## config.mk

```make
export PLATFORM = sky130hd
export DESIGN_NAME = sktb_ram
export DESIGN_NICKNAME = d
export VERILOG_FILES = /design/src/rtl/sktb_ram.sv
export SDC_FILE = /design/constraint.sdc
export NUM_CORES = 1
export LEC_CHECK = 0
export BUFFER_PORTS_ARGS = -buffer_cell sky130_fd_sc_hd__buf_4
export CAP_MARGIN = 30
export CORE_MARGIN = 4
export CORE_UTILIZATION = 45
export DETAILED_ROUTE_END_ITERATION = 12
export PLACE_DENSITY = 0.7
export RECOVER_POWER = 25
export REMOVE_ABC_BUFFERS = 1
export SLEW_MARGIN = 30
export SYNTH_ARGS = -nofsm -noshare
export SYNTH_HDL_FRONTEND = slang
export SYNTH_SLANG_ARGS = --single-unit
```

## constraint.sdc

```tcl
create_clock -name clk_i -period 1.8 [get_ports clk_i]
set_input_delay 0.18 -clock clk_i [delete_from_list [all_inputs] [get_ports clk_i]]
set_output_delay 0.18 -clock clk_i [all_outputs]
set_load 0.05 [all_outputs]
```

## src/rtl/sktb_ram.sv

```systemverilog
// Generic single-write, single-read synchronous RAM with registered read data.
`timescale 1ns / 1ps
module sktb_ram #(
  parameter int unsigned WIDTH = 8,
  parameter int unsigned DEPTH = 16
) (
  input  logic                     clk_i,
  input  logic                     we_i,
  input  logic [$clog2(DEPTH)-1:0] waddr_i,
  input  logic [WIDTH-1:0]         wdata_i,
  input  logic                     re_i,
  input  logic [$clog2(DEPTH)-1:0] raddr_i,
  output logic [WIDTH-1:0]         rdata_o
);

  logic [WIDTH-1:0] mem_q [DEPTH];
  logic [WIDTH-1:0] rdata_q;

  always_ff @(posedge clk_i) begin
    if (we_i) begin
      mem_q[waddr_i] <= wdata_i;
    end
    if (re_i) begin
      rdata_q <= mem_q[raddr_i];
    end
  end

  assign rdata_o = rdata_q;

endmodule

```

== Yosys cells after proc, flatten, opt, wreduce, memory -nomap -nowiden ==
Memory sizes are Yosys's and may differ from the RTL's. A register that Yosys moved wholly into a read port is not among the register bits.
Index checks and enable logic that the tools add are counted.

* Memories: 1
* Word-level logic and storage cells: 3
* Bits in registers: 0
* Memory bits (writable): 128
* Input port bits: 19
* Output and inout bits: 8

{| class="wikitable"
|+ Memories
! name !! depth !! bits a word !! rd ports !! clocked after memory_dff !! write ports !! RTL line !! text
|-
| mem_q || 16 || 8 || 1 || 1 || 1 || 16 || <nowiki>logic [WIDTH-1:0] mem_q [DEPTH];</nowiki>
|}

* Multiplexer cells: 2

{| class="wikitable"
|+ Operator list
! operator !! count
|-
| two-way mux 1 bit || 2
|}

== Logic depth before layout (Yosys ltp) ==
Gate-level depths: netlist of run 1.

* Word-level depth: 2
* Gate-level depth with buffers: 5
* Gate-level depth less buffers: 3

== Least setup slack after synthesis of run 1 ==
Ideal clock, no wire load.

* Path type: input to register
* Start point: input waddr_i[2]
* End point: memory mem_q[0][0], enable pin
* Required time: 1417 ps
* Library setup time: 383 ps
* Path buffers: 0
* Arrival: 1290 ps
* Stages on the path: 2
* Path slack: 127 ps
* Cell sequence: or3b_2 -> nor3_1

{| class="wikitable"
|+ RTL lines
! what !! RTL line !! text
|-
| start, declared || 9 || <nowiki>input logic [$clog2(DEPTH)-1:0] waddr_i,</nowiki>
|-
| end, declared || 16 ||
|}

Straight into the memory's write port.

==> summary.txt, run 1 <==
Timing
  • Actual transition at the worst max-transition pin: 0.721 ns
  • Finish-stage setup viols: 0
  • RSZ-0062 raised after global routing: false
  • Clk_skew: 0.0122 ns
  • Final period utilization: 88.2%
  • Max transition margin: 51.9%
  • Clock period minus final worst setup slack: 1.59 ns
  • Final slew viol count: 0
  • Worst slack on hold paths: 0.0930 ns
  • Maximum operating frequency: 0.630 GHz
  • Aggregate negative setup slack: 0 ns
  • Final hold vios: 0

Clock network
  • Number of buffers inserted during clock tree synthesis: 17
  • Post CTS Setup Buffer Count: 0
  • Worst-skew pair later-pin latency: 0.41 ns
  • Count of H-tree levels built during CTS: 4
  • Cts-stage hold buffer count: 0
  • CTS root buf: clkbuf_16
  • Clock transition at the register clock pins on the worst setup and hold paths after CTS: 0.06 ns
  • Clock Sinks: 136
  • Max clock buf depth: 2
  • Post-CTS Resized: 0
  • TritonCTS clock tree: built

Logic synthesis
  • Count of cell types in the netlist: 18
  • Syn Std Cell Area: 0.00523 mm²
  • Count of mapped cells out of synthesis: 229
  • Sequential cell area fraction in the yosys report: 78.1%
  • Total of warnings raised by yosys: 0
  • Synth Area per Inst: 22.8 µm²
  • Number of flip-flops and latches in the synthesized netlist: 136

Pwr
  • Static Leak: 2.13 nW
  • Power density normalized to cell area: 1150 mW/mm²
  • Worst-case vdd ir drop: 0.000616 V

Layout
  • Layout-stage area growth over the synthesis result: 20.0%
  • Most common cell after layout, fill and taps aside: edfxtp_1
  • Fraction of final layout cells with drive strength greater than 1: 30.4%
  • Fillers: 863
  • Number of nets in the layout: 311
  • FF+latch area: 0.00408 mm²
  • Most used cells in the layout excluding fill and tap cells: edfxtp_1 (136), buf_4 (43), mux4_2 (18), clkbuf_16 (17), a22oi_1 (16)
  • Final core utilization: 55.0%
  • Multi-input logic area: 0.00106 mm²
  • Ant. Diodes: 0

Worst setup path
  • Crit-path slowest cell: mux4_1
  • Reg-to-Reg End: rdata_o[5]
  • Cell family with most CP delay: multiplexers
  • Cell-by-cell listing of the critical path: mux4_1 -> a22oi_1 -> nand2_1
  • Endpoint class of the critical path: register
  • WP depth: 3
  • Timing endpoint of the critical path: rdata_o[5]
  • Arrival time at the worst endpoint: 1.73 ns
  • Critical R2R Launch: mem_q[2][5]
  • Launching element of the worst setup path: mem_q[2][5]
  • Data required, critical path: 1.94 ns
  • Launching element type of the critical path: register
  • Crit Path Max Fanout: 1
  • WP buf/inv: 0
  • Worst-case register-to-register setup slack: 0.21 ns
  • WS Path Type: register to register
  • Length in cells of the worst reg-to-reg path: 3
  • Crit-path max cell delay: 0.50 ns

Global routing
  • Largest net degree at the start of global routing: 17
  • Number of antenna violations at the first check in global routing: 0
  • Overall routing resource usage: 17.0%
  • Most utilized layer in the global route result: met2
  • First-pass GRT wire length: 16100 µm
  • Total overflow reported by the global router: 0
  • GR met3 Demand/Resource: 4.23%
  • Met2 usage in global routing: 27.1%
  • Number of global-route vias before repair: 2665
  • Met1 Resource Use GR: 23.5%

Route
  • Total via count in the routed design: 2518
  • Iteration count of the initial detailed-routing pass: 4
  • Total Routed Length: 10400 µm
  • Residual antenna-violating net count after detailed routing: 0
  • DRT iter0 DRCs: 189
  • DR WL/cell: 23.4 µm
  • Detailed-route vias per instance: 5.65
  • Number of remaining DRC errors: 0

Status
  • Outcome: completed

Die
  • Initial standard-cell utilization of the core: 45.8%
  • Total Die Area: 0.0134 mm²
  • Die height: 116 µm
  • Number of cell rows: 39
  • I/O pin cnt: 27
  • Width of the chip: 116 µm
  • Placeable core region: 0.0114 mm²

Placed design
  • DP HPWL: 6570 µm
  • Final weighted congestion in routability-driven placement: 0.766
  • Input/output buffers: 26

Hold path
  • Worst hold path class: primary input to register

Run
  • Maximum Capacitance Violations: 0
cell families (layout without fill, tap and decap cells):
kind of cell / count (synthesis) / count (layout) / share of synthesized area (%)
AOI/OAI and AO/OA: 16 / 16 / 2.30
DFF: 136 / 136 / 78.1
buffers and inverters: 10 / 84 / 1.65
muxes: 32 / 32 / 14.8
and+or+nand+nor: 35 / 35 / 3.14
stage by stage:
stage | power [W] | std cells | setup slack, ns | instance area (µm²)
finish | 0.00719 | 446 | 0.213 | 6270
global route | 0.00742 | 446 | 0.214 | 6270
CTS | 0.00725 | 446 | 0.246 | 6300
detailed placement | 0.00407 | 416 | 0.0261 | 5760
global placement | 0.00406 | 416 | 0.0537 | 5760
floorplan | 0.00384 | 219 | 0.127 | 5140
power by group:
group / internal [W] / switching, W
registers: 0.00357 / 0.0000209
clock network: 0.00200 / 0.00119
logic: 0.000165 / 0.000244
total: 0.00573 / 0.00145
registers in the layout, summed over array words and instances (netlist names):
name     count
mem_q      128
rdata_o      8
Yosys cell counts, drive strengths merged:
library cell	instances	area, µm²
a22oi	16	120
and2	1	6.26
and2b	1	7.51
buf	7	56.3
clkdlybuf4s25	3	30.0
edfxtp	136	4080
mux4	32	773
nand2	9	33.8
nand2b	2	12.5
nand3	1	5.00
nand3b	2	15.0
nor2	13	48.8
nor2b	1	6.26
nor3	4	20.0
or3b	1	8.76
worst min path at each step:
stage	from	endpoint	slack [ns]	depth (start not counted)
3_3_place_gp	wdata_i[0]	mem_q[4][0]	0.48	1
3_5_place_dp	wdata_i[0]	mem_q[5][0]	0.50	1
6_report	re_i	rdata_o[7]	0.09	1
2_1_floorplan	wdata_i[0]	mem_q[0][0]	0.28	0
4_1_cts	wdata_i[0]	mem_q[0][0]	0.07	1
5_1_grt	re_i	rdata_o[7]	0.08	1
final cells by class:
type / instances / share of cell area, %
clock inverters: 11 / 1.73
repair buffers: 54 / 6.58
well taps: 143 / 2.85
flip-flops and latches: 136 / 65.1
clock buffers: 19 / 6.90
multi-input cells: 83 / 16.8
layer usage:
metal / up-vias / share of wire (%)
met5: - / 0
met4: 0 / 0.89
met3: 6 / 3.8
met2: 63 / 50
met1: 1344 / 45
li1: 1105 / -
Power figures use the tool's default switching activity.
==> run 2, diff against run 1 <==
REMOVE_ABC_BUFFERS = unset   (was 1)
==> summary.txt, run 2 (synthesized netlist as in run 1, its figures left out) <==
Status
  • Outcome: completed

Pwr
  • Static Leak: 2.17 nW (+2.1%)
  • Switching power share of the total: 19.5% (-0.75 points)
  • Internal Dissipation: 0.00617 W (+7.6%)
  • Worst-case vdd ir drop: 0.000633 V (+2.8%)
  • Power density normalized to cell area: 1200 mW/mm² (+5.1%)
  • Sequential share of power: 46.9% (-3.1 points)
  • Comb power frac: 5.3% (-0.4 points)
  • Share of total power in the clock network: 47.9% (+3.6 points)
  • Net switching power figure: 0.00149 W (+2.7%)

Route
  • DRT iter0 DRCs: 216 (+14%)
  • Iteration count of the initial detailed-routing pass: 4 (unchanged)
  • Total Routed Length: 10200 µm (-2.2%)
  • DR WL/cell: 22.9 µm (-1.9%)
  • Total via count in the routed design: 2518 (unchanged)
  • Number of remaining DRC errors: 0 (unchanged)
  • Residual antenna-violating net count after detailed routing: 0 (unchanged)
  • Detailed-route vias per instance: 5.66 (+0.22%)

Clock network
  • Clock transition at the register clock pins on the worst setup and hold paths after CTS: 0.06 ns (about the same)
  • Count of H-tree levels built during CTS: 4 (unchanged)
  • Post-CTS Resized: 0 (unchanged)
  • Worst-skew pair later-pin latency: 0.41 ns (about the same)
  • Post CTS Setup Buffer Count: 0 (unchanged)
  • TritonCTS clock tree: built
  • Max clock buf depth: 2 (unchanged)
  • Clock Sinks: 136 (unchanged)
  • CTS root buf: clkbuf_16
  • Number of buffers inserted during clock tree synthesis: 17 (unchanged)
  • Cts-stage hold buffer count: 0 (unchanged)

Timing
  • RSZ-0062 raised after global routing: false
  • Actual transition at the worst max-transition pin: 0.704 ns (-0.0174 ns)
  • Final slew viol count: 0 (unchanged)
  • Clk_skew: 0.00807 ns (-0.00418 ns)
  • Final period utilization: 87.1% (-1.1 points)
  • Final hold vios: 0 (unchanged)
  • Aggregate negative setup slack: 0 ns (unchanged)
  • Worst slack on hold paths: 0.0909 ns (-0.00209 ns)
  • Maximum operating frequency: 0.638 GHz (+1.2%)
  • Max transition margin: 53.1% (+1.2 points)
  • Clock period minus final worst setup slack: 1.57 ns (-0.0192 ns)
  • Finish-stage setup viols: 0 (unchanged)
  • Worst setup margin: 0.232 ns (+0.0192 ns)

Layout
  • Count of non-filler cells in the finished layout: 445 (-0.22%)
  • Most used cells in the layout excluding fill and tap cells: edfxtp_1 (136), buf_4 (44), mux4_2 (18), clkbuf_16 (17), a22oi_1 (16)
  • Ant. Diodes: 0 (unchanged)
  • Fraction of final layout cells with drive strength greater than 1: 31.5% (+1.1 points)
  • Number of flip-flops in the largest register: 128 (unchanged)
  • Number of nets in the layout: 311 (unchanged)
  • Top register by number of flip-flops: mem_q
  • Final core utilization: 55.7% (+0.79 points)
  • Layout-stage area growth over the synthesis result: 21.8%
  • Most common cell after layout, fill and taps aside: edfxtp_1

Placed design
  • Setup Slack @ Placement: 0.115 ns (+0.0886 ns)
  • Final weighted congestion in routability-driven placement: 0.815 (+6.3%)
  • Input/output buffers: 26 (unchanged)
  • DP HPWL: 6480 µm (-1.4%)
  • # placed instances: 416 (unchanged)

Die
  • Width of the chip: 116 µm (unchanged)
  • I/O pin cnt: 27 (unchanged)
  • Initial standard-cell utilization of the core: 45.8% (unchanged)
  • Placeable core region: 0.0114 mm² (unchanged)
  • Total Die Area: 0.0134 mm² (unchanged)
  • Number of cell rows: 39 (unchanged)
  • Die height: 116 µm (unchanged)

Global routing
  • Met2 usage in global routing: 25.9% (-1.2 points)
  • First-pass GRT wire length: 15900 µm (-1.7%)
  • Total overflow reported by the global router: 0 (unchanged)
  • Most utilized layer in the global route result: met2
  • GR met3 Demand/Resource: 3.71% (-0.52 points)
  • Number of global-route vias before repair: 2646 (-0.71%)
  • Overall routing resource usage: 16.9% (-0.17 points)
  • Met1 Resource Use GR: 23.6% (+0.066 points)
  • Largest net degree at the start of global routing: 17 (unchanged)
  • Number of antenna violations at the first check in global routing: 0 (unchanged)

Worst setup path
  • Data required, critical path: 1.95 ns (about the same)
  • Endpoint class of the critical path: register
  • WS Path Type: register to register
  • Crit Path Max Fanout: 1 (unchanged)
  • Arrival time at the worst endpoint: 1.72 ns (about the same)
  • Launching element type of the critical path: register

Logic synthesis
  • Synthesized Nets: 248

Run
  • Maximum Capacitance Violations: 0 (unchanged)

Hold path
  • Worst hold path class: primary input to register
## run 2: stage by stage
step | instance area, µm² | total power, W
floorplan | 5230 | 0.00388
global placement | 5760 | 0.00406
detailed placement | 5760 | 0.00407
CTS | 6390 | 0.00773
global route | 6360 | 0.00791
finish | 6360 | 0.00766
## run 2: final timing paths
path,depth (start not counted),startpoint,endpoint,slack (ns)
max,3,mem_q[5][3],rdata_o[3],0.23
min reg2reg,3,mem_q[15][3],rdata_o[3],0.75
min,1,re_i,rdata_o[6],0.09
max reg2reg,3,mem_q[5][3],rdata_o[3],0.23
## run 2: critical path, cell delays in order (launching register included)
cell and delay [ns]:
edfxtp_1 0.38, mux4_1 0.56, a22oi_1 0.28, nand2_1 0.10
## run 2: layout make-up
class | instances | area (µm²)
Sequential cell | 136 | 4080
Clock buffer | 17 | 425
Tap cell | 143 | 179
Fill cell | 856 | 5050
Clock inverter | 12 | 203
Multi-Input combinational cell | 83 | 1060
Timing Repair Buffer | 54 | 417
## run 2: power groups by stage
stage | logic (W) | clock network (W) | registers (W)
2_1_floorplan | 0.000180 | 0 | 0.00370
3_3_place_gp | 0.000405 | 0 | 0.00365
3_5_place_dp | 0.000413 | 0 | 0.00365
4_1_cts | 0.000416 | 0.00372 | 0.00359
5_1_grt | 0.000435 | 0.00388 | 0.00359
6_report | 0.000404 | 0.00367 | 0.00359
## run 2: routing by layer
layer / vias up / share of wire (%)
met5: - / 0
met4: 0 / 1.9
li1: 1109 / -
met3: 17 / 6.6
met1: 1292 / 43
met2: 100 / 49
