## src/rtl/sktb_pkg.sv

```systemverilog
// Shared widths, command and status codes for the sorted keyed balance table.
`timescale 1ns / 1ps
package sktb_pkg;

  localparam int unsigned CAPACITY_DEF = 256;

  localparam int unsigned CMD_W    = 2;
  localparam int unsigned KEY_W    = 31;
  localparam int unsigned AMT_W    = 32;
  localparam int unsigned BAL_W    = 48;
  localparam int unsigned TOT_W    = 56;
  localparam int unsigned STATUS_W = 3;
  localparam int unsigned COUNT_W  = 9;

  typedef enum logic [CMD_W-1:0] {
    CMD_ADD    = 2'd0,
    CMD_REMOVE = 2'd1,
    CMD_QUERY  = 2'd2,
    CMD_QUERY2 = 2'd3
  } cmd_e;

  typedef enum logic [STATUS_W-1:0] {
    ST_ADDED     = 3'd0,
    ST_UPDATED   = 3'd1,
    ST_REMOVED   = 3'd2,
    ST_NOT_FOUND = 3'd3,
    ST_FULL      = 3'd4,
    ST_EMPTY     = 3'd5
  } status_e;

  typedef struct packed {
    logic [KEY_W-1:0] key;
    logic [BAL_W-1:0] bal;
  } entry_t;

endpackage

```

## src/rtl/sktb_div.sv

```systemverilog
// Restoring divider: unsigned total magnitude over entry count, one bit a cycle.
`timescale 1ns / 1ps
module sktb_div #(
  parameter int unsigned CW = 9
) (
  input  logic                       clk_i,
  input  logic                       rst_ni,
  input  logic                       start_i,
  input  logic [sktb_pkg::TOT_W-1:0] dividend_i,
  input  logic [CW-1:0]              divisor_i,
  output logic                       done_o,
  output logic [sktb_pkg::TOT_W-1:0] quotient_o
);

  localparam int unsigned NW = $clog2(sktb_pkg::TOT_W + 1);

  logic [CW:0]                 rem_q;
  logic [sktb_pkg::TOT_W-1:0]  quo_q;
  logic [CW-1:0]               dsr_q;
  logic [NW-1:0]               cnt_q;
  logic                        run_q;
  logic                        done_q;
  logic [CW+1:0]               trial;
  logic [CW:0]                 shifted;

  assign shifted = {rem_q[CW-1:0], quo_q[sktb_pkg::TOT_W-1]};
  assign trial   = {1'b0, shifted} - {2'b00, dsr_q};

  always_ff @(posedge clk_i or negedge rst_ni) begin
    if (!rst_ni) begin
      run_q  <= 1'b0;
      done_q <= 1'b0;
      cnt_q  <= '0;
    end else begin
      done_q <= 1'b0;
      if (start_i) begin
        run_q <= 1'b1;
        cnt_q <= NW'(sktb_pkg::TOT_W);
      end else if (run_q) begin
        cnt_q <= cnt_q - 1'b1;
        if (cnt_q == NW'(1)) begin
          run_q  <= 1'b0;
          done_q <= 1'b1;
        end
      end
    end
  end

  always_ff @(posedge clk_i) begin
    if (start_i) begin
      rem_q <= '0;
      quo_q <= dividend_i;
      dsr_q <= divisor_i;
    end else if (run_q) begin
      if (!trial[CW+1]) begin
        rem_q <= trial[CW:0];
        quo_q <= {quo_q[sktb_pkg::TOT_W-2:0], 1'b1};
      end else begin
        rem_q <= shifted;
        quo_q <= {quo_q[sktb_pkg::TOT_W-2:0], 1'b0};
      end
    end
  end

  assign done_o     = done_q;
  assign quotient_o = quo_q;

endmodule

```

## config.mk

```make
export PLATFORM = sky130hd
export DESIGN_NAME = sktb_div
export DESIGN_NICKNAME = d
export VERILOG_FILES = /design/src/rtl/sktb_pkg.sv /design/src/rtl/sktb_div.sv
export SDC_FILE = /design/constraint.sdc
export NUM_CORES = 1
export LEC_CHECK = 0
export BUFFER_PORTS_ARGS = -buffer_cell sky130_fd_sc_hd__buf_4
export CORE_UTILIZATION = 51
export CTS_CLUSTER_SIZE = 30
export DETAILED_ROUTE_END_ITERATION = 10
export MAX_ROUTING_LAYER = met4
export PLACE_DENSITY = 0.79
export SYNTH_ARGS = -nofsm -noshare
export SYNTH_HDL_FRONTEND = slang
export SYNTH_SLANG_ARGS = --single-unit
```

## constraint.sdc

```tcl
create_clock -name clk_i -period 3.3 [get_ports clk_i]
set_input_delay 0.66 -clock clk_i [delete_from_list [all_inputs] [get_ports clk_i]]
set_output_delay 0.66 -clock clk_i [all_outputs]
set_load 0.05 [all_outputs]
```

== Word-level counts from Yosys, hierarchy flattened ==
Cells that the tools add are included.

* Bits in latches: 0
* Memories kept: 0
* Logic and storage cells: 22
* Flip-flop bits (word level): 82
* RAM bits: 0
* Bits in read-only memories: 0

* Bitwise operators: 0
* Reductions and logical operators: 1
* Multiply operators: 0
* Muxes and demuxes: 12
* Divide/modulo/power cells: 0
* Add/subtract/negate cells: 2
* Equal/unequal tests: 1
* Magnitude comparators: 0
* Shift-type cells: 0

{| class="wikitable"
|+ Operators by type and width
! kind !! number
|-
| 56-bit 2-to-1 mux || 2
|-
| 6-bit 2-to-1 mux || 2
|-
| 10-bit by 9-bit subtractor with 11-bit output || 1
|-
| 9-bit 2-to-1 mux || 1
|-
| 1-bit 2-to-1 mux || 7
|-
| 6-bit by 1-bit equality test with 1-bit output, second input constant || 1
|-
| 6-bit by 1-bit subtractor with 6-bit output, second input constant || 1
|-
| 2-bit nonzero test || 1
|}

== Depth between registers and ports, before layout ==
Gate-level depths: netlist of run 1.

* Word-level depth: 4
* Depth in mapped cells: 10
* Mapped depth without buffers: 9

== Least setup slack after synthesis of run 1 ==
No wires, ideal clock.

* Kind: input-to-reg
* From: input start_i
* To: register quo_q, in the netlist quotient_o[0], enable pin
* Path slack: 478 ps
* Buffers on the path: 2
* Required time: 2,890 ps
* Cell stages on the path: 4
* Arrival time: 2,412 ps
* Cells stage by stage: clkbuf_1 clkbuf_1 nor2_1 inv_1

* Cells in the longest elaborated chain, start to end: 1

{| class="wikitable"
|+ RTL lines
! what !! line !! text
|-
| from (decl) || sktb_div.sv:8 || <nowiki>input logic start_i,</nowiki>
|-
| 2-bit nonzero test (no source line) || -- ||
|-
| to (signal assigned) || sktb_div.sv:52 || <nowiki>quo_q <= dividend_i;</nowiki>
|-
| to (signal assigned) || sktb_div.sv:57 || <nowiki>quo_q <= {quo_q[sktb_pkg::TOT_W-2:0], 1'b1};</nowiki>
|-
| to (signal assigned) || sktb_div.sv:60 || <nowiki>quo_q <= {quo_q[sktb_pkg::TOT_W-2:0], 1'b0};</nowiki>
|-
| to (decl) || sktb_div.sv:18 || <nowiki>logic [sktb_pkg::TOT_W-1:0] quo_q;</nowiki>
|}

No other way between the ends.
A chain may end at the register's enable or synchronous reset.

== Worst setup path in the final report of run 1 ==
* From: register quo_q, in the netlist quotient_o[55]
* To: register rem_q[0]

* Cells in the longest elaborated chain, start to end: 2

{| class="wikitable"
|+ RTL lines
! what !! line !! text
|-
| 10-bit by 9-bit subtractor with 11-bit output || sktb_div.sv:27 || <nowiki>assign trial = {1'b0, shifted} - {2'b00, dsr_q};</nowiki>
|-
| 9-bit 2-to-1 mux * || sktb_div.sv:55 || <nowiki>if (!trial[CW+1]) begin</nowiki>
|-
| to (signal assigned) || sktb_div.sv:56 || <nowiki>rem_q <= trial[CW:0];</nowiki>
|-
| to (signal assigned) || sktb_div.sv:59 || <nowiki>rem_q <= shifted;</nowiki>
|-
| to (decl) || sktb_div.sv:17 || <nowiki>logic [CW:0] rem_q;</nowiki>
|}

Mark *: on every way between the ends. The rest lies on a longest branch, timed or not.

==> impl_metrics.json, run 1 <==
{
  "io_pins": 125,
  "fin_util_pct": 69.7,
  "synthCells": 275,
  "antenna_found_initial": 0,
  "drtPass1Iterations": 4,
  "antenna_cells": 0,
  "max_freq_mhz": 358,
  "synthesis.nets": 355,
  "critPathKind": "flip-flop to flip-flop",
  "nNetsFinal": 481,
  "yosysUniqueCellTypes": 44,
  "synthToLayoutAreaGrowth_pct": 31.3,
  "synth_edf_count": 65,
  "start_util_pct": 53.1,
  "hold_buffers": 0,
  "min_period_ns": 2.79,
  "crit_path_max_fanout": 14,
  "ir_worst_vdd_v": 0.000344,
  "required_ns": 3.53,
  "cts_resized": 0,
  "yosys.area_share.simple_pct": 6.34,
  "setup_tns_ns": 0,
  "status": "finished, final reports clean",
  "min_path_type": "primary input to async pin",
  "ys.flop_type": "edfxtp_1",
  "synthAdderAreaFrac_pct": 4.05,
  "die-area_um2": 7980,
  "dp.final_hpwl_mm": 5.87,
  "hold_violations": 0,
  "vias": 2677,
  "overflow": 0,
  "rrSetupSlack_ns": 0.51,
  "drc_errors": 0,
  "power.leakage_nw": 2.18,
  "avgSynthCellArea_um2": 14.1,
  "ys_seq_elements": 82,
  "totalWireLength_mm": 8.20,
  "synth_seq_area_share_pct": 60.0,
  "ant_nets": 0,
  "start_kind": "flip-flop",
  "reg2regPathDepth": 9,
  "startpoint": "quotient_o[55]$_DFFE_PP_",
  "rows": 31,
  "yosys_warnings": 0,
  "rsz0062_at_grt": "false",
  "end_kind": "flip-flop",
  "drive_above_1_share_pct": 50.5,
  "coreArea_um2": 7330,
  "clock-root-buffer": "clkbuf_8",
  "clkLatencyLatePin_ns": 0.33,
  "htree_levels": 3,
  "finalClockSkew_ns": 0.0152,
  "final_common_cell": "buf_4",
  "r2r_start": "quotient_o[55]$_DFFE_PP_",
  "numClockSinks": 82,
  "drv_cap": 0,
  "cts_tree": "done",
  "grt_max_degree": 57,
  "maxSlewHeadroom_pct": 52.2,
  "grt_pass1_vias": 2695,
  "synth.cell_area_um2": 3890,
  "cts.path.max_buffers": 2,
  "power_density_nw_per_um2": 625,
  "fin_crit_sh_pct": 84.7,
  "routedWlPerCell_um": 16.2,
  "grt_pass1_wl_mm": 12.8,
  "slew_viol_final": 0,
  "drtIter0Drc": 103,
  "setup_violations": 0,
  "io_buffers": 124,
  "globalplace.congestion": 0.778,
  "die_h_um": 89.3,
  "worst_pin_slew_ns": 0.717,
  "synth-xor-area-share_pct": 1.58,
  "synth-compound-area-share_pct": 7.88,
  "reg2reg_to": "rem_q[0]$_SDFFE_PP0P_",
  "synth_top_family_by_area": "multiplexers",
  "die_x_um": 89.3,
  "critPathArrivalTime_ns": 3.03,
  "track_usage_pct": 22.4,
  "cts-buffers-inserted": 9,
  "clkTransAtPathRegs_ns": 0.08,
  "viasPerCell": 5.30,
  "final_cell_mix": "127 x buf_4, 65 x edfxtp_1, 55 x mux2_2, 21 x nor2_1, 16 x inv_1",
  "muxShareOfSynthArea_pct": 17.2,
  "async_reset_ff_share_pct": 9.76,
  "postCtsSetupRepairBufs": 0
}
-- synth_stat cells, types with 2 or more instances --
cell type / instances / area share [%]
edfxtp_1: 65 / 50
mux2_2: 55 / 16
nor2_1: 21 / 2.0
inv_1: 17 / 1.6
clkbuf_1: 11 / 1.1
ha_1: 11 / 3.5
dfxtp_1: 9 / 4.6
dfrtp_1: 8 / 5.1
nand2_1: 7 / 0.68
a211oi_1: 6 / 1.2
a21oi_1: 6 / 0.77
mux2i_1: 5 / 1.3
a311oi_1: 4 / 0.90
nor3_1: 4 / 0.51
o21ai_0: 4 / 0.51
xnor2_1: 4 / 0.90
nand2b_1: 3 / 0.48
nor2b_1: 3 / 0.48
xor2_1: 3 / 0.68
a21o_1: 2 / 0.39
a221oi_1: 2 / 0.45
a31o_2: 2 / 0.45
or2_2: 2 / 0.32
-- metal layers --
| layer | GRT usage [%] | share of wire, % | wire (um) |
|---|---|---|---|
| met4 | 7.79 | 1.5 | 123 |
| met3 | 5.82 | 6.3 | 518 |
| met2 | 35.0 | 51 | 4170 |
| met5 | - | 0 | 0 |
| met1 | 28.3 | 41 | 3390 |
-- how the worst max path moves through the flow --
stage / endpoint / slack [ns] / cells after the start
2_1_floorplan: quotient_o[0]$_DFFE_PP_ / 0.48 / 4
3_3_place_gp: rem_q[2]$_SDFFE_PP0P_ / 0.65 / 9
3_5_place_dp: rem_q[3]$_SDFFE_PP0P_ / 0.53 / 9
4_1_cts: rem_q[3]$_SDFFE_PP0P_ / 0.50 / 9
5_1_grt: rem_q[0]$_SDFFE_PP0P_ / 0.30 / 9
6_report: rem_q[0]$_SDFFE_PP0P_ / 0.51 / 9
-- layout make-up --
class	count	area, um2
clock buffers	13	149
well taps	99	124
inverters	17	63.8
clock inverters	3	42.5
repair buffers	127	953
flip-flops and latches	82	2330
multi-input cells	164	1440
fillers	503	2220
-- flip-flops by register name, indices dropped and copies added, names as in the netlist --
register / cells
dsr_q: 9
cnt_q: 6
done_o: 1
run_q: 1
rem_q: 9
quotient_o: 56
-- cells by family after synthesis --
kind of cell,after synthesis
compound gates,36
simple gates,49
xor+xnor,7
buf+inv,29
fa+ha+maj,12
flops,82
mux,60
-- through the flow --
stage	hold WS (ns)	worst slack (ns)	total power [mW]	instances	area (um2)
2_1_floorplan	0.364	0.478	2.20	275	3890
3_3_place_gp	0.483	0.647	2.47	489	4910
3_5_place_dp	0.484	0.533	2.50	489	4910
4_1_cts	0.125	0.496	3.21	505	5110
5_1_grt	0.127	0.295	3.35	505	5110
6_report	0.139	0.507	3.19	505	5110
-- critical path: stages (launching register included) --
cell and delay, ns:
edfxtp_1 0.41, inv_1 0.08, ha_1 0.18, inv_1 0.06, fa_1 0.42, a211oi_2 0.32
o21ai_2 0.15, a311oi_4 0.67, nand2_1 0.12, a311oi_1 0.30
-- power breakdown --
| group | internal (mW) | switching, mW | leakage (nW) |
|---|---|---|---|
| logic | 0.454 | 0.660 | 1.25 |
| registers | 1.27 | 0.0959 | 0.845 |
| clock network | 0.371 | 0.341 | 0.0936 |
Note: power is estimated with default switching activity, not from simulation.
==> run 2, diff against run 1 <==
- CORE_UTILIZATION: 51 -> 46
- PLACE_DENSITY: 0.79 -> 0.75
- clock period: 3.3 -> 2.3 ns (I/O delays scaled with it)
==> run 2 against run 1 <==
The run now ends with negative setup slack left. Routed wire length increased by 2.3%. Highest routed layer unchanged. Cell count increased by 3.8%. Register-to-register slack got worse by 0.52 ns. Final area increased by 2.8%. Clock-buffer cell count decreased by 4.
==> impl_metrics.json, run 2 (synthesis results as in run 1) <==
{
  "status": "complete, but fails checks",
  "failed_checks": "negative setup slack",
  "numClockSinks": 82,
  "ir_worst_vdd_v": 0.000581,
  "vias": 2742,
  "globalplace.congestion": 0.864,
  "final_area_um2": 5250,
  "grt_max_degree": 52,
  "htree_levels": 3,
  "fin_util_pct": 63.9,
  "track_usage_pct": 20.7,
  "final_common_cell": "buf_4",
  "fin_crit_sh_pct": 101,
  "min_path_type": "primary input to flip-flop",
  "antenna_cells": 0,
  "die_h_um": 94.0,
  "slowest_delay_ns": 0.65,
  "layout_setup_ws_ns": -0.0170,
  "ant_nets": 0,
  "maxSlewHeadroom_pct": 63.3,
  "clkTransAtPathRegs_ns": 0.09,
  "io_pins": 125,
  "start_kind": "flip-flop",
  "viasPerCell": 5.23,
  "cts.path.max_buffers": 2,
  "slew_viol_final": 0,
  "min_period_ns": 2.32,
  "hold_violations": 0,
  "drtIter0Drc": 76,
  "rsz0062_at_grt": "true",
  "critPathKind": "flip-flop to flip-flop",
  "end_kind": "flip-flop",
  "coreArea_um2": 8220,
  "grt_pass1_vias": 2719,
  "critPathArrivalTime_ns": 2.59,
  "rows": 33,
  "dp_slack_ns": -0.0250,
  "drtPass1Iterations": 4,
  "drc_errors": 0,
  "drive_above_1_share_pct": 54.4,
  "io_buffers": 124,
  "place_area_um2": 5010,
  "overflow": 0,
  "drv_cap": 0,
  "crit_path_cell_trace": "ha_2 > inv_2 > fa_2 > a211oi_2 > o21ai_2 > a311oi_4 > buf_4 > or4b_2 > o311ai_2",
  "die_x_um": 94.0,
  "worst_pin_slew_ns": 0.543,
  "power_density_nw_per_um2": 896,
  "setup_tns_ns": -0.0170,
  "largest_register_ffs": 56,
  "routedWlPerCell_um": 16.0,
  "dp.final_hpwl_mm": 6.02,
  "antenna_found_initial": 0,
  "die-area_um2": 8830,
  "fillers": 659,
  "nNetsFinal": 494,
  "power.leakage_nw": 2.24,
  "setup_violations": 1,
  "finalClockSkew_ns": 0.0169,
  "synthToLayoutAreaGrowth_pct": 35.0,
  "cts-buffers-inserted": 9,
  "required_ns": 2.57,
  "clkLatencyLatePin_ns": 0.37,
  "crit_path_max_fanout": 5,
  "clock-root-buffer": "clkbuf_8",
  "max_freq_mhz": 432,
  "grt_pass1_wl_mm": 13.2,
  "totalWireLength_mm": 8.39,
  "cp_slowest_cell": "or4b_2",
  "rrSetupSlack_ns": -0.02,
  "cts_tree": "done",
  "final_cell_mix": "137 x buf_4, 65 x edfxtp_1, 55 x mux2_2, 21 x nor2_1, 15 x inv_1",
  "start_util_pct": 47.3
}
-- run 2: what timing repair did --
action,CTS,global route
buffers inserted,0,3
hold buffers,1,0
hold endpoints to repair,8,0
setup endpoints to repair,6,8
resized for setup,1,5
pin swaps,1,0
-- run 2: path summary, 6_finish.rpt --
kind	end	cells past startpoint	from
max in group asynchronous	cnt_q[4]$_DFFE_PN0P_	2	rst_ni
min in group asynchronous	cnt_q[0]$_DFFE_PN0P_	2	rst_ni
max reg2reg	rem_q[2]$_SDFFE_PP0P_	9	dsr_q[0]$_DFFE_PP_
min reg2reg	rem_q[8]$_SDFFE_PP0P_	2	rem_q[8]$_SDFFE_PP0P_
min	dsr_q[0]$_DFFE_PP_	1	divisor_i[0]
max	rem_q[2]$_SDFFE_PP0P_	9	dsr_q[0]$_DFFE_PP_
-- run 2: worst max-delay path, delay by kind of cell (launching register included) --
kind / cells / cell delay [ns]
and+or+nand+nor: 1 / 0.65
AOI/OAI and AO/OA: 4 / 0.54
buffers and inverters: 2 / 0.24
adders and majority gates: 2 / 0.42
DFF: 1 / 0.38
-- run 2: area by class of cell --
cell class	instances	area [um2]	area share, %
tap	105	131	2.50
clock buffer	9	124	2.36
timing repair buffer	140	1070	20.4
multi-input combinational	164	1470	28.1
clock inverter	7	52.6	1.00
inverter	17	67.6	1.29
sequential	82	2330	44.4
-- run 2: layer usage --
| layer | up-vias | GRT usage [%] | part of all wire, % |
|---|---|---|---|
| met3 | 7 | 7.93 | 7.2 |
| met4 | 0 | 5.13 | 1.1 |
| li1 | 1316 | - | - |
| met1 | 1327 | 25.1 | 42 |
| met2 | 92 | 32.8 | 50 |
| met5 | - | - | 0 |
-- run 2: power breakdown --
part | internal (mW) | switching [mW] | total [mW]
Sequential | 1.82 | 0.149 | 1.97
Clock | 0.399 | 0.565 | 0.965
Combinational | 0.778 | 0.987 | 1.76
Total | 3.00 | 1.70 | 4.70
-- run 2: per-stage QoR --
stage               power (mW)  std cells  hold slack [ns]
floorplan                 3.17        275            0.164
global placement          3.64        504            0.285
detailed placement        3.68        504            0.286
CTS                       4.66        521            0.253
global route              4.95        524            0.249
finish                    4.70        524            0.274
